==> src/rtl/core/lpfd_pkg.sv <==
// Shared types and constants for the length-prefixed frame deframer.
package lpfd_pkg;

  localparam int OP_W   = 8;
  localparam int LEN_W  = 6;
  localparam int IDX_W  = 5;
  localparam int DROP_W = 16;
  localparam int HDR_W  = OP_W + LEN_W;

  // slot numbers travel at full width; the ring holds at most 256 slots
  localparam int SLOT_MAX_W = 8;

  // command queue between front and back
  localparam int QDEPTH = 4;
  localparam int QPTR_W = $clog2(QDEPTH);

  // decoder phases
  localparam logic [2:0] PH_OP   = 3'd0;
  localparam logic [2:0] PH_LEN  = 3'd1;
  localparam logic [2:0] PH_PAY  = 3'd2;
  localparam logic [2:0] PH_CHK  = 3'd3;
  localparam logic [2:0] PH_LOCK = 3'd4;

  // pop command: the ring state as seen when the pop transaction was taken
  typedef struct packed {
    logic                  found;
    logic [SLOT_MAX_W-1:0] slot;
    logic [DROP_W-1:0]     drops;
    logic                  locked;
  } pop_cmd_t;

endpackage

==> src/rtl/core/lpfd_cmd_queue.sv <==
// Short FIFO of pop commands between the front and back ends.
module lpfd_cmd_queue import lpfd_pkg::*; (
  input  logic     clk,
  input  logic     rst_n,
  input  logic     push,
  input  pop_cmd_t din,
  output logic     full,
  input  logic     pop,
  output pop_cmd_t dout,
  output logic     not_empty
);

  pop_cmd_t          entry_r [QDEPTH];
  logic [QPTR_W-1:0] wptr_r, rptr_r;
  logic [QPTR_W:0]   count_r;

  assign full      = count_r == (QPTR_W+1)'(QDEPTH);
  assign not_empty = count_r != '0;
  assign dout      = entry_r[rptr_r];

  always_ff @(posedge clk) begin
    if (push) entry_r[wptr_r] <= din;
  end

  always_ff @(posedge clk) begin
    if (!rst_n) begin
      wptr_r  <= '0;
      rptr_r  <= '0;
      count_r <= '0;
    end else begin
      if (push) wptr_r <= wptr_r + 1'b1;
      if (pop)  rptr_r <= rptr_r + 1'b1;
      case ({push, pop})
        2'b10:   count_r <= count_r + 1'b1;
        2'b01:   count_r <= count_r - 1'b1;
        default: count_r <= count_r;
      endcase
    end
  end

`ifndef ASSERT_OFF
  a_no_overflow: assert property (@(posedge clk) disable iff (!rst_n)
    push |-> !full || pop)
    else $error("command queue overflow");
`endif

endmodule

==> config.mk <==
export PLATFORM = sky130hd
export DESIGN_NAME = lpfd_cmd_queue
export DESIGN_NICKNAME = d
export VERILOG_FILES = /design/src/rtl/core/lpfd_pkg.sv /design/src/rtl/core/lpfd_cmd_queue.sv
export SDC_FILE = /design/constraint.sdc
export NUM_CORES = 1
export LEC_CHECK = 0
export BUFFER_PORTS_ARGS = -buffer_cell sky130_fd_sc_hd__clkbuf_2
export CAP_MARGIN = 5
export CORE_ASPECT_RATIO = 0.9
export CORE_MARGIN = 10
export CORE_UTILIZATION = 50
export CTS_BUF_LIST = sky130_fd_sc_hd__clkbuf_2 sky130_fd_sc_hd__clkbuf_4 sky130_fd_sc_hd__clkbuf_8
export DETAILED_ROUTE_END_ITERATION = 16
export PLACE_DENSITY = 0.76
export SLEW_MARGIN = 20
export SYNTH_ARGS = -nofsm -noshare
export SYNTH_HDL_FRONTEND = slang
export SYNTH_SLANG_ARGS = --single-unit
==> constraint.sdc <==
create_clock -name clk -period 3 [get_ports clk]
set_input_delay 0.15 -clock clk [delete_from_list [all_inputs] [get_ports clk]]
set_output_delay 0.15 -clock clk [all_outputs]
set_load 0.02 [all_outputs]
==> out/results.ini <==
[hold_path]
hold_class=in2reg

[placed_design]
dp_cells=334
io_buffers=57
dp_hpwl_um=4620
place.gp.congestion=0.709

[routing]
drt_iter0_drc=71
avgViaCountPerCell=5.13
post_drt_wl_per_cell_um=18.4
routed_wl_um=7220
dr.pass1.iters=4
via_count=2010
ant_nets=0
drc=0

[sta]
rsz0062_at_grt=false
fmax_mhz=430
worst_slew_pin_slew_ps=733
slew_violations=0
setup_viol=0
min_period_ps=2320
finClkSkew_ps=10.4
hold_viol=0
period_share=0.774
final.setup.tns_ps=0
relSlewSlack=0.511

[floorplanning]
rows=31
die-area_mm2=0.0126
die_y_um=107
start_util=0.521
ios=58
die_w_um=117
coreArea_mm2=0.00815

[clock_tree]
clk_latency_ps=410
cts_sinks=113
cts_setup_buffers=0
cts-resized-gates=0
clk_pin_slew_ps=70
clockBufferDepth=2
cts_tree=yes
cts_made_buffers=17
htree_levels=4
root_buffer=clkbuf_8

[grt]
first_global_vias=2205
grt_max_degree=23
grt_use_met1=0.152
met2_usage=0.189
grt_antenna_before_repair=0
grt.busiest_layer=met2
overflow=0
grt_use_met3=0.0624
grt_first_pass_wirelength_um=11600
grtUsageTotal=0.124

[worst_setup_path]
slowest_stage=dfxtp_2
crit_buf_inv=2
endpoint_kind=primary output
worstPathCellList=buf_4 -> mux4_2 -> clkbuf_2
rrSetupSlack_ps=1140
r2r_end=entry_r[2][11]$_DFFE_PP_
critical_path_class=reg2out
endpoint=dout[21]
critical_path_depth=3
cp_top_family=flip-flops
crit_arrival_ps=2170
slowest_delay_ps=700
r2r_start=wptr_r[0]$_SDFFE_PN0P_
ff2ff_path_depth=4
cp_max_fo=17
required_ps=2850
cp-start-kind=flop

[pwr]
powerDensity_mw_per_mm2=692
ir_drop_v=0.000406
p_leak_nw=1.90
total_power_mw=3.67

[logic_synthesis]
synth_cells=178
synth_fp_nets=214
ys_seq_elements=113
synth_cell_types=21
syn_area_mm2=0.00424
yosysWarnings=0
avgSynthCellArea_um2=23.8
yosysSeqAreaShare=0.779

[outcome]
status=completed

[cells_and_area]
syn2layout_area_growth_pct=24.9
final_nets=316
mostFrequentLayoutCell=edfxtp_1
antenna_cells=0
mostFrequentLayoutCells=edfxtp_1 (104), clkbuf_2 (57), dlygate4sd3_1 (26)
finalNonFillerCells=392
drive_above_1_share=0.396

[run]
maxCapViolCount=0

==> cells by family (layout without fill, tap and decap cells) <==
kind of cell	count (synthesis)	count (layout)	synth area share
adder cells (fa/ha/maj)	6	6	0.0195
AO/OA/AOI/OAI	2	2	0.00295
multiplexers	28	28	0.148
XOR/XNOR	5	5	0.0103
flip-flops	113	113	0.779
buffers and inverters	9	124	0.0183
AND/OR/NAND/NOR	15	15	0.0218
==> where the power goes <==
part	total, mW	internal, mW	leakage, nW	switching, mW
sequential	1.84	1.80	1.03	0.0400
combinational	0.396	0.181	0.665	0.215
clock	1.42	0.828	0.206	0.596
total	3.67	2.81	1.90	0.851
==> layout make-up <==
class | count | area (µm²)
inverters | 3 | 11.3
clock inverters | 14 | 165
well taps | 99 | 124
multi-input cells | 56 | 860
flip-flops and latches | 113 | 3300
clock buffers | 18 | 241
repair buffers | 89 | 591
fillers | 559 | 2850
==> Yosys cell counts <==
cell type	instances	share of area
nor2b_1	2	0.0030
inv_1	3	0.0027
buf_2	2	0.0024
xor2_1	2	0.0041
fa_1	1	0.0047
mux4_1	6	0.037
edfxtp_1	104	0.74
ha_1	5	0.015
xnor2_1	3	0.0062
nor3b_1	1	0.0018
or3_1	2	0.0030
nand2_1	1	0.00088
a21boi_0	1	0.0018
and2_1	9	0.013
o21ai_0	1	0.0012
buf_12	2	0.0094
mux2i_1	2	0.0047
dfxtp_1	9	0.042
buf_6	1	0.0027
mux4_2	20	0.11
clkbuf_2	1	0.0012
==> per-layer routing <==
metal	routed length (µm)	share of wire
met1	3200	0.44
met2	3410	0.47
met3	560	0.078
met4	43	0.0060
met5	0	0
==> metrics by stage <==
| stage | setup slack (ps) | hold WS, ps | util | instance area (µm²) |
|---|---|---|---|---|
| finish | 677 | 54.8 | 0.650 | 5300 |
| global route | 495 | 50.3 | 0.650 | 5300 |
| CTS | 591 | 26.4 | 0.650 | 5300 |
| detailed placement | 1060 | 371 | 0.568 | 4630 |
| global placement | 1070 | 367 | 0.568 | 4630 |
| floorplan | 1420 | 249 | - | 4240 |
==> what timing repair did <==
action / 4_1_cts / 5_1_grt
endpoints found under the hold margin: 104 / 0
endpoints found under the setup margin: 0 / 0
hold buffers: 26 / 0
==> registers in the layout, summed over array words and instances (netlist names), named ones only <==
name / cells
entry_r: 104
count_r: 3
rptr_r: 2
wptr_r: 2
==> worst reg2reg max path: stages (launching register included) <==
cell	delay, ps
dfxtp_1	350
inv_1	90
ha_1	150
and2_1	600
buf_4	370
==> worst min-delay path by stage <==
| stage | start | endpoint | slack, ps | cells past startpoint |
|---|---|---|---|---|
| after floorplan | din[0] | entry_r[0][0]$_DFFE_PP_ | 250 | 0 |
| after global placement | din[11] | entry_r[1][11]$_DFFE_PP_ | 370 | 1 |
| after detailed placement | din[16] | entry_r[1][16]$_DFFE_PP_ | 370 | 1 |
| after CTS | rst_n | rptr_r[0]$_SDFFE_PN0P_ | 30 | 2 |
| after global routing | rst_n | flop | 50 | 2 |
| final | rst_n | flop | 50 | 2 |
(Power assumes the default switching activity.)
