`config.mk`:
```
export PLATFORM = sky130hd
export DESIGN_NAME = lpfd_front_flat
export DESIGN_NICKNAME = d
export VERILOG_FILES = /design/src/rtl/core/lpfd_pkg.sv /design/src/rtl/core/lpfd_ifs.sv /design/src/rtl/core/lpfd_front.sv /design/src/flat_wrapper.sv
export SDC_FILE = /design/constraint.sdc
export NUM_CORES = 1
export LEC_CHECK = 0
export ABC_CLOCK_PERIOD_IN_PS = 3300
export BUFFER_PORTS_ARGS = -buffer_cell sky130_fd_sc_hd__buf_2
export CAP_MARGIN = 10
export CORE_MARGIN = 5
export CORE_UTILIZATION = 40
export CTS_CLUSTER_SIZE = 28
export DETAILED_ROUTE_END_ITERATION = 8
export GPL_ROUTABILITY_DRIVEN = 0
export PLACE_DENSITY = 0.72
export SETUP_SLACK_MARGIN = 0.4
export SLEW_MARGIN = 20
export SYNTH_ARGS = -nofsm -noshare
export SYNTH_HDL_FRONTEND = slang
export SYNTH_SLANG_ARGS = --single-unit
export TNS_END_PERCENT = 50
```
`constraint.sdc`:
```
create_clock -name clk -period 3.3 [get_ports clk]
set_clock_uncertainty 0.15 [all_clocks]
set_input_delay 0.495 -clock clk [delete_from_list [all_inputs] [get_ports clk]]
set_output_delay 0.495 -clock clk [all_outputs]
set_load 0.02 [all_outputs]
```
`src/rtl/core/lpfd_pkg.sv`:
```
// Shared types and constants for the length-prefixed frame deframer.
package lpfd_pkg;

  localparam int OP_W   = 8;
  localparam int LEN_W  = 6;
  localparam int IDX_W  = 5;
  localparam int DROP_W = 16;
  localparam int HDR_W  = OP_W + LEN_W;

  // slot numbers travel at full width; the ring holds at most 256 slots
  localparam int SLOT_MAX_W = 8;

  // command queue between front and back
  localparam int QDEPTH = 4;
  localparam int QPTR_W = $clog2(QDEPTH);

  // decoder phases
  localparam logic [2:0] PH_OP   = 3'd0;
  localparam logic [2:0] PH_LEN  = 3'd1;
  localparam logic [2:0] PH_PAY  = 3'd2;
  localparam logic [2:0] PH_CHK  = 3'd3;
  localparam logic [2:0] PH_LOCK = 3'd4;

  // pop command: the ring state as seen when the pop transaction was taken
  typedef struct packed {
    logic                  found;
    logic [SLOT_MAX_W-1:0] slot;
    logic [DROP_W-1:0]     drops;
    logic                  locked;
  } pop_cmd_t;

endpackage

```
`src/rtl/core/lpfd_ifs.sv`:
```
// Valid/ready channel interfaces for the deframer's input and result streams.
interface lpfd_in_if;
  logic       valid;
  logic       ready;
  logic       kind;
  logic [7:0] rx_byte;

  modport source (output valid, output kind, output rx_byte, input ready);
  modport sink   (input valid, input kind, input rx_byte, output ready);
endinterface


```
`src/rtl/core/lpfd_front.sv`:
```
// Front end: byte decoder, ring pointers, frame commit and pop classification.
module lpfd_front import lpfd_pkg::*; #(
  parameter int MAX_PAYLOAD = 32,
  parameter int FRAME_SLOTS = 16,
  parameter int SLOT_W      = 4,
  parameter int AW          = 9
) (
  input  logic              clk,
  input  logic              rst_n,
  lpfd_in_if.sink           in_bus,
  input  logic [SLOT_W-1:0] rd_done,
  output pop_cmd_t          cmd,
  output logic              cmd_push,
  input  logic              cmd_full,
  output logic              pay_we,
  output logic [AW-1:0]     pay_waddr,
  output logic [7:0]        pay_wdata,
  output logic              hdr_we,
  output logic [SLOT_W-1:0] hdr_waddr,
  output logic [HDR_W-1:0]  hdr_wdata
);

  localparam logic [SLOT_W-1:0] LAST_SLOT = SLOT_W'(FRAME_SLOTS - 1);

  logic [2:0]        phase_r, phase_nxt;
  logic [OP_W-1:0]   op_r, op_nxt;
  logic [LEN_W-1:0]  len_r, len_nxt;
  logic [LEN_W-1:0]  cnt_r, cnt_nxt;
  logic [SLOT_W-1:0] wr_slot_r, wr_slot_nxt;
  logic [SLOT_W-1:0] rd_slot_r, rd_slot_nxt;
  logic [DROP_W-1:0] drop_r, drop_nxt;

  logic [SLOT_W-1:0] wr_slot_inc, rd_slot_inc;
  logic [SLOT_W:0]   dist_wr, dist_rd;
  logic              conflict_w, writes_slot, accept, byte_acc, pop_acc;

  assign wr_slot_inc = (wr_slot_r == LAST_SLOT) ? '0 : wr_slot_r + 1'b1;
  assign rd_slot_inc = (rd_slot_r == LAST_SLOT) ? '0 : rd_slot_r + 1'b1;

  // slots between rd_done and rd_slot are still being streamed by the back end
  always_comb begin
    dist_wr = {1'b0, wr_slot_r} - {1'b0, rd_done};
    if (wr_slot_r < rd_done) dist_wr = dist_wr + (SLOT_W+1)'(FRAME_SLOTS);
    dist_rd = {1'b0, rd_slot_r} - {1'b0, rd_done};
    if (rd_slot_r < rd_done) dist_rd = dist_rd + (SLOT_W+1)'(FRAME_SLOTS);
  end

  assign conflict_w  = dist_wr < dist_rd;
  assign writes_slot = (phase_r == PH_PAY) || (phase_r == PH_CHK);

  assign in_bus.ready = !cmd_full && !(writes_slot && conflict_w);
  assign accept       = in_bus.valid && in_bus.ready;
  assign byte_acc     = accept && !in_bus.kind;
  assign pop_acc      = accept && in_bus.kind;

  assign pay_waddr = AW'(wr_slot_r) * AW'(MAX_PAYLOAD) + AW'(cnt_r);
  assign pay_wdata = in_bus.rx_byte;
  assign hdr_waddr = wr_slot_r;
  assign hdr_wdata = {op_r, len_r};

  always_comb begin
    phase_nxt   = phase_r;
    op_nxt      = op_r;
    len_nxt     = len_r;
    cnt_nxt     = cnt_r;
    wr_slot_nxt = wr_slot_r;
    drop_nxt    = drop_r;
    pay_we      = 1'b0;
    hdr_we      = 1'b0;
    if (byte_acc) begin
      case (phase_r)
        PH_OP: begin
          op_nxt    = in_bus.rx_byte;
          len_nxt   = '0;
          cnt_nxt   = '0;
          phase_nxt = PH_LEN;
        end
        PH_LEN: begin
          if (in_bus.rx_byte > 8'(MAX_PAYLOAD)) begin
            phase_nxt = PH_LOCK;
          end else begin
            len_nxt   = in_bus.rx_byte[LEN_W-1:0];
            phase_nxt = (in_bus.rx_byte == 8'd0) ? PH_CHK : PH_PAY;
          end
        end
        PH_PAY: begin
          pay_we  = cnt_r < LEN_W'(MAX_PAYLOAD);
          cnt_nxt = cnt_r + 1'b1;
          if (cnt_nxt >= len_r) phase_nxt = PH_CHK;
        end
        PH_CHK: begin
          if (wr_slot_inc == rd_slot_r) begin
            drop_nxt = drop_r + 1'b1;
          end else begin
            hdr_we      = 1'b1;
            wr_slot_nxt = wr_slot_inc;
          end
          phase_nxt = PH_OP;
        end
        default: begin
          // locked: bytes are swallowed
        end
      endcase
    end
  end

  // pops are resolved here so later bytes see the freed slot at once
  always_comb begin
    cmd.found   = rd_slot_r != wr_slot_r;
    cmd.slot    = SLOT_MAX_W'(rd_slot_r);
    cmd.drops   = drop_r;
    cmd.locked  = phase_r == PH_LOCK;
    cmd_push    = pop_acc;
    rd_slot_nxt = (pop_acc && cmd.found) ? rd_slot_inc : rd_slot_r;
  end

  always_ff @(posedge clk) begin
    if (!rst_n) begin
      phase_r   <= PH_OP;
      op_r      <= '0;
      len_r     <= '0;
      cnt_r     <= '0;
      wr_slot_r <= '0;
      rd_slot_r <= '0;
      drop_r    <= '0;
    end else begin
      phase_r   <= phase_nxt;
      op_r      <= op_nxt;
      len_r     <= len_nxt;
      cnt_r     <= cnt_nxt;
      wr_slot_r <= wr_slot_nxt;
      rd_slot_r <= rd_slot_nxt;
      drop_r    <= drop_nxt;
    end
  end

`ifndef ASSERT_OFF
  a_no_overwrite: assert property (@(posedge clk) disable iff (!rst_n)
    (pay_we || hdr_we) |-> !conflict_w)
    else $error("slot written while back end still reads it");

  a_commit_advances: assert property (@(posedge clk) disable iff (!rst_n)
    hdr_we |=> (wr_slot_r != $past(wr_slot_r)) && (phase_r == PH_OP))
    else $error("frame commit did not advance write slot");
`endif

endmodule

```
`src/flat_wrapper.sv`:
```
// flat-port wrapper written by rule: the top's interface ports become plain ports
module lpfd_front_flat import lpfd_pkg::*;
#(
  parameter int MAX_PAYLOAD = 32,
  parameter int FRAME_SLOTS = 16,
  parameter int SLOT_W      = 4,
  parameter int AW          = 9
)
  (clk, rst_n, rd_done, cmd, cmd_push, cmd_full, pay_we, pay_waddr, pay_wdata, hdr_we, hdr_waddr, hdr_wdata, in_bus_valid, in_bus_kind, in_bus_rx_byte, in_bus_ready);
  lpfd_in_if in_bus_i ();
  input  logic clk;
  input  logic rst_n;
  input  logic [SLOT_W-1:0] rd_done;
  output pop_cmd_t cmd;
  output logic cmd_push;
  input  logic cmd_full;
  output logic pay_we;
  output logic [AW-1:0] pay_waddr;
  output logic [7:0] pay_wdata;
  output logic hdr_we;
  output logic [SLOT_W-1:0] hdr_waddr;
  output logic [HDR_W-1:0] hdr_wdata;
  input wire logic [$bits(in_bus_i.valid)-1:0] in_bus_valid;
  input wire logic [$bits(in_bus_i.kind)-1:0] in_bus_kind;
  input wire logic [$bits(in_bus_i.rx_byte)-1:0] in_bus_rx_byte;
  output wire logic [$bits(in_bus_i.ready)-1:0] in_bus_ready;
  assign in_bus_i.valid = in_bus_valid;
  assign in_bus_i.kind = in_bus_kind;
  assign in_bus_i.rx_byte = in_bus_rx_byte;
  assign in_bus_ready = in_bus_i.ready;
  lpfd_front #(.MAX_PAYLOAD(MAX_PAYLOAD), .FRAME_SLOTS(FRAME_SLOTS), .SLOT_W(SLOT_W), .AW(AW)) u_core (.clk(clk), .rst_n(rst_n), .in_bus(in_bus_i), .rd_done(rd_done), .cmd(cmd), .cmd_push(cmd_push), .cmd_full(cmd_full), .pay_we(pay_we), .pay_waddr(pay_waddr), .pay_wdata(pay_wdata), .hdr_we(hdr_we), .hdr_waddr(hdr_waddr), .hdr_wdata(hdr_wdata));
endmodule
```
==> impl_results.rst <==
.. list-table::
   :header-rows: 1

   * - Metric
     - Value
   * - CTS tree
     - done
   * - Synth top area share
     - 0.313
   * - Most common flop cell mapped by yosys
     - dfxtp_1
   * - Worst path max stage delay
     - 0.35 ns
   * - # IOs
     - between 80 and 90
   * - Placement-stage cell area
     - 3510 um2
   * - Slack of the worst reg-to-reg path
     - -0.08 ns
   * - Max-Slew Margin vs Limit
     - 0.502
   * - Slew at the pin closest to its max-slew limit
     - 0.741 ns
   * - VDD IR max
     - 0.179 mV
   * - Startpoint type of the worst setup path
     - register
   * - Type of the setup path with the least slack
     - register to primary output
   * - Cells on Worst Hold Path
     - 3
   * - Required time of the critical path
     - 2.65 ns
   * - Part of the cycle the worst path needs
     - 1.03
   * - Port buffer count
     - 77
   * - Data arrival at the endpoint of the critical path
     - around 2.8 ns
   * - Failing checks
     - negative setup slack
   * - Synthesized netlist cell count
     - 356
   * - Non-filler cells in the finished layout
     - 539
   * - Detail-routed net length per standard cell
     - ~14 um
   * - Via count of the first global-routing pass
     - ~2800
   * - Core region area
     - 7290 um2
   * - Path class of the lowest-slack min-delay path
     - input port to register
   * - Hold-critical path endpoint
     - u_core.len_r[3]$_SDFFE_PN0P_
   * - Summed instance area of the synthesized netlist
     - between 3000 and 4000 um2
   * - Die Span X
     - 96.7 um
   * - Final hold violation count
     - 0
   * - Maximum count of clock buffers along a single path
     - 2
   * - Clock-pin transition on the worst setup and hold timing paths
     - 0.09 ns
   * - Startpoint of the lowest-slack hold path
     - in_bus_rx_byte[3]
   * - Initial antenna violation count
     - 0
   * - Number of optimization iterations in the first detailed-route pass
     - 4
   * - Mean area per synthesized cell
     - 8.44 um2
   * - Leakage power summed over all cells
     - 0.00172 uW
   * - Detailed-placement wirelength estimate
     - 5850 um
   * - Combined area of the multi-input logic cells
     - roughly 1900 um2
   * - Number of flops mapped to enable cells by yosys
     - 0
   * - Synth area leader
     - dfxtp_1
   * - CTS HTree Levels
     - 2
   * - CP bufs+invs
     - 5
   * - Final std cell area, no fill
     - 3800 um2
   * - Overall fraction of global-route tracks in use
     - 0.160
   * - Fraction of layout instances using a drive strength above 1
     - 0.336
   * - Global-route wire length before repair
     - around 13000 um
   * - Count of yosys warnings during synthesis
     - 0
   * - Cell-by-cell listing of the critical path
     - inv_1 > ha_4 > fa_2 > buf_4 > xor2_1 > ha_1 > a21oi_2 > o21ai_2 > buf_4 > a31oi_2 > buf_4 > nor2_1 > buf_4
   * - Most instantiated library cell after synthesis
     - dfxtp_1
   * - Overflow left after global routing
     - 0
   * - Vias after detailed routing
     - about 2800
   * - Max FO, Critical Path
     - 2
   * - Cell types occupying the most area after synthesis
     - dfxtp_1 31%, ha_1 10%, mux2i_1 4.7%, buf_4 4.2%, a21oi_1 4.2%
   * - Result of the run
     - finished with violations
   * - Per-cell via count in the routed design
     - 5.19
   * - Cell with the most instances on the worst path
     - buf_4
   * - Slowest library cell on the worst path
     - dfxtp_4
   * - PD cells
     - 301 nW/um2
   * - Placed instance count
     - 522
   * - R2R Path Start
     - u_core.hdr_waddr[0]$_SDFFE_PN0P_
   * - Die span in y
     - 96.7 um
   * - Number of buffers inserted by hold repair at cts
     - 0
   * - Final ANT Viol Nets
     - 0
   * - Top cells by count, synth
     - 47 x dfxtp_1, 28 x nor2_1, 27 x nand2_1, 25 x a21oi_1, 24 x ha_1
   * - Starting DRT DRC Count
     - 140
   * - Layout area overhead
     - 26.3%
   * - Final routed wirelength across all metal layers
     - 7750 um
   * - Top cell family by delay on the critical path
     - adder cells
   * - Pins over their slew limit
     - 0
   * - Insertion delay of the later-clocked pin in the worst-skew pair
     - around 0.3 ns
   * - Post-synthesis sequential element count
     - 47
   * - Worst reg2reg path depth
     - 18
   * - Filler Cell Count
     - approximately 700
   * - Fin crit period
     - 3.39 ns
   * - Worst r2r dst
     - u_core.hdr_waddr[0]$_SDFFE_PN0P_
   * - Final Net Count
     - about 480
   * - CTS sink cnt
     - 47
   * - Final setup viols
     - 12
   * - F_max
     - roughly 290 MHz
   * - Total inserted antenna cells
     - 0
   * - Maximum number of pins on one net before global-route repair
     - 28
   * - Final routed DRC violation total
     - 0
   * - Overall die area
     - slightly above 9000 um2
   * - Flip-flop and latch area
     - about 950 um2
   * - Count of cell types in the netlist
     - 50
   * - Setup slack of the critical path after layout
     - -0.0941 ns
   * - Number of buffers added by the clock tree synthesis step
     - 5
   * - Starting utilization of the core area
     - 0.412
   * - Ys async rst share
     - 0
   * - Share of the yosys chip area belonging to registers
     - 0.313
   * - Unrepaired setup endpoints after global routing
     - yes
   * - Number of placement rows
     - 31
   * - Worst Setup End Kind
     - primary output
   * - Max-cap violations
     - 0
   * - Clock root buffer master
     - clkbuf_8
==> per-stage QoR <==
stage | TNS [ns] | hold slack, ns | total power [uW] | setup slack (ns) | utilization
6_report | -0.659 | 0.315 | 1140 | -0.0941 | 0.521
5_1_grt | -3.46 | 0.316 | 1190 | -0.227 | 0.521
4_1_cts | -0.649 | 0.309 | 1150 | -0.193 | 0.514
3_5_place_dp | -0.705 | 0.330 | 725 | -0.136 | 0.481
3_3_place_gp | -0.0376 | 0.318 | 721 | -0.0355 | 0.481
2_1_floorplan | 0 | 0.320 | 690 | 0.130 | -
==> worst max-delay path by stage <==
stage | from | cells past startpoint | end
final | u_core.rd_slot_r[0]$_SDFFE_PN0P_ | 13 | cmd_push
after global placement | rd_done[0] | 13 | hdr_we
after detailed placement | rd_done[0] | 13 | hdr_we
after CTS | u_core.hdr_waddr[0]$_SDFFE_PN0P_ | 13 | hdr_we
after global routing | u_core.hdr_waddr[0]$_SDFFE_PN0P_ | 14 | u_core.drop_r[13]$_SDFFE_PN0P_
after floorplan | rd_done[0] | 12 | u_core.drop_r[6]$_SDFFE_PN0P_
==> report_power, final <==
group	internal, uW	switching, uW
logic	62.4	92.7
registers	571	5.44
clock network	215	198
==> tightest hold or removal path, delay by kind of cell <==
kind	cells	cell delay, ns
simple gates	1	0.07
compound gates	1	0.06
buf+inv	1	0.12
==> cell usage in the layout (no fill, tap or decap), drive strengths merged, types with 2 or more instances in the layout <==
cell,synthesis,layout
buf,21,103
dfxtp,47,47
nor2,28,28
nand2,27,27
a21oi,25,25
ha,24,24
inv,18,18
o21ai,18,18
nand3,17,17
mux2i,14,14
xnor2,14,14
or3,14,14
xor2,8,8
clkbuf,9,7
nor3,7,7
o31ai,6,6
nor2b,5,5
nand3b,4,4
nand2b,4,4
conb,1,4
or4,4,4
nand4,3,3
a21o,3,3
nor3b,3,3
and3,3,3
a211oi,3,3
a22oi,3,3
a31oi,2,2
and4,2,2
and2,2,2
a311o,2,2
fa,2,2
nor4,2,2
clkinv,1,2
==> repair_timing <==
| action | CTS | global route |
|---|---|---|
| resized for setup | 23 | 8 |
| buffers inserted | 7 | 2 |
| hold endpoints to repair | 0 | 0 |
| endpoints found under the setup margin | 40 | 43 |
| pin swaps | 7 | 13 |
==> state kept, by name (all words and copies together) (netlist names) <==
name	cells
u_core.phase_r	3
u_core.cnt_r	6
u_core.drop_r	16
u_core.rd_slot_r	4
u_core.len_r	6
u_core.op_r	8
u_core.hdr_waddr	4
==> logic make-up (layout without fill, tap and decap cells) <==
logic type,count (synthesis),count (layout),synth area share
buf+inv,49,130,0.0903
fa+ha+maj,26,26,0.113
xor+xnor,22,22,0.0691
simple gates,128,128,0.224
other cells,1,4,0.00125
flops,47,47,0.313
mux,14,14,0.0466
compound gates,69,69,0.142
==> per-layer routing <==
layer  track usage  up-vias  share of wire
li1              -     1406              -
met2         0.288       61           0.51
met5             0        -              0
met3        0.0396        8          0.050
met4        0.0378        0         0.0093
met1         0.190     1322           0.43
==> final cells by class <==
| class | instances | area share |
|---|---|---|
| Tap cell | 99 | 0.0326 |
| Timing Repair Buffer | 103 | 0.159 |
| Clock buffer | 7 | 0.0283 |
| Inverter | 19 | 0.0188 |
| Sequential cell | 47 | 0.250 |
| Clock inverter | 1 | 0.00132 |
| Multi-Input combinational cell | 263 | 0.511 |
Power figures use the tool's default switching activity.
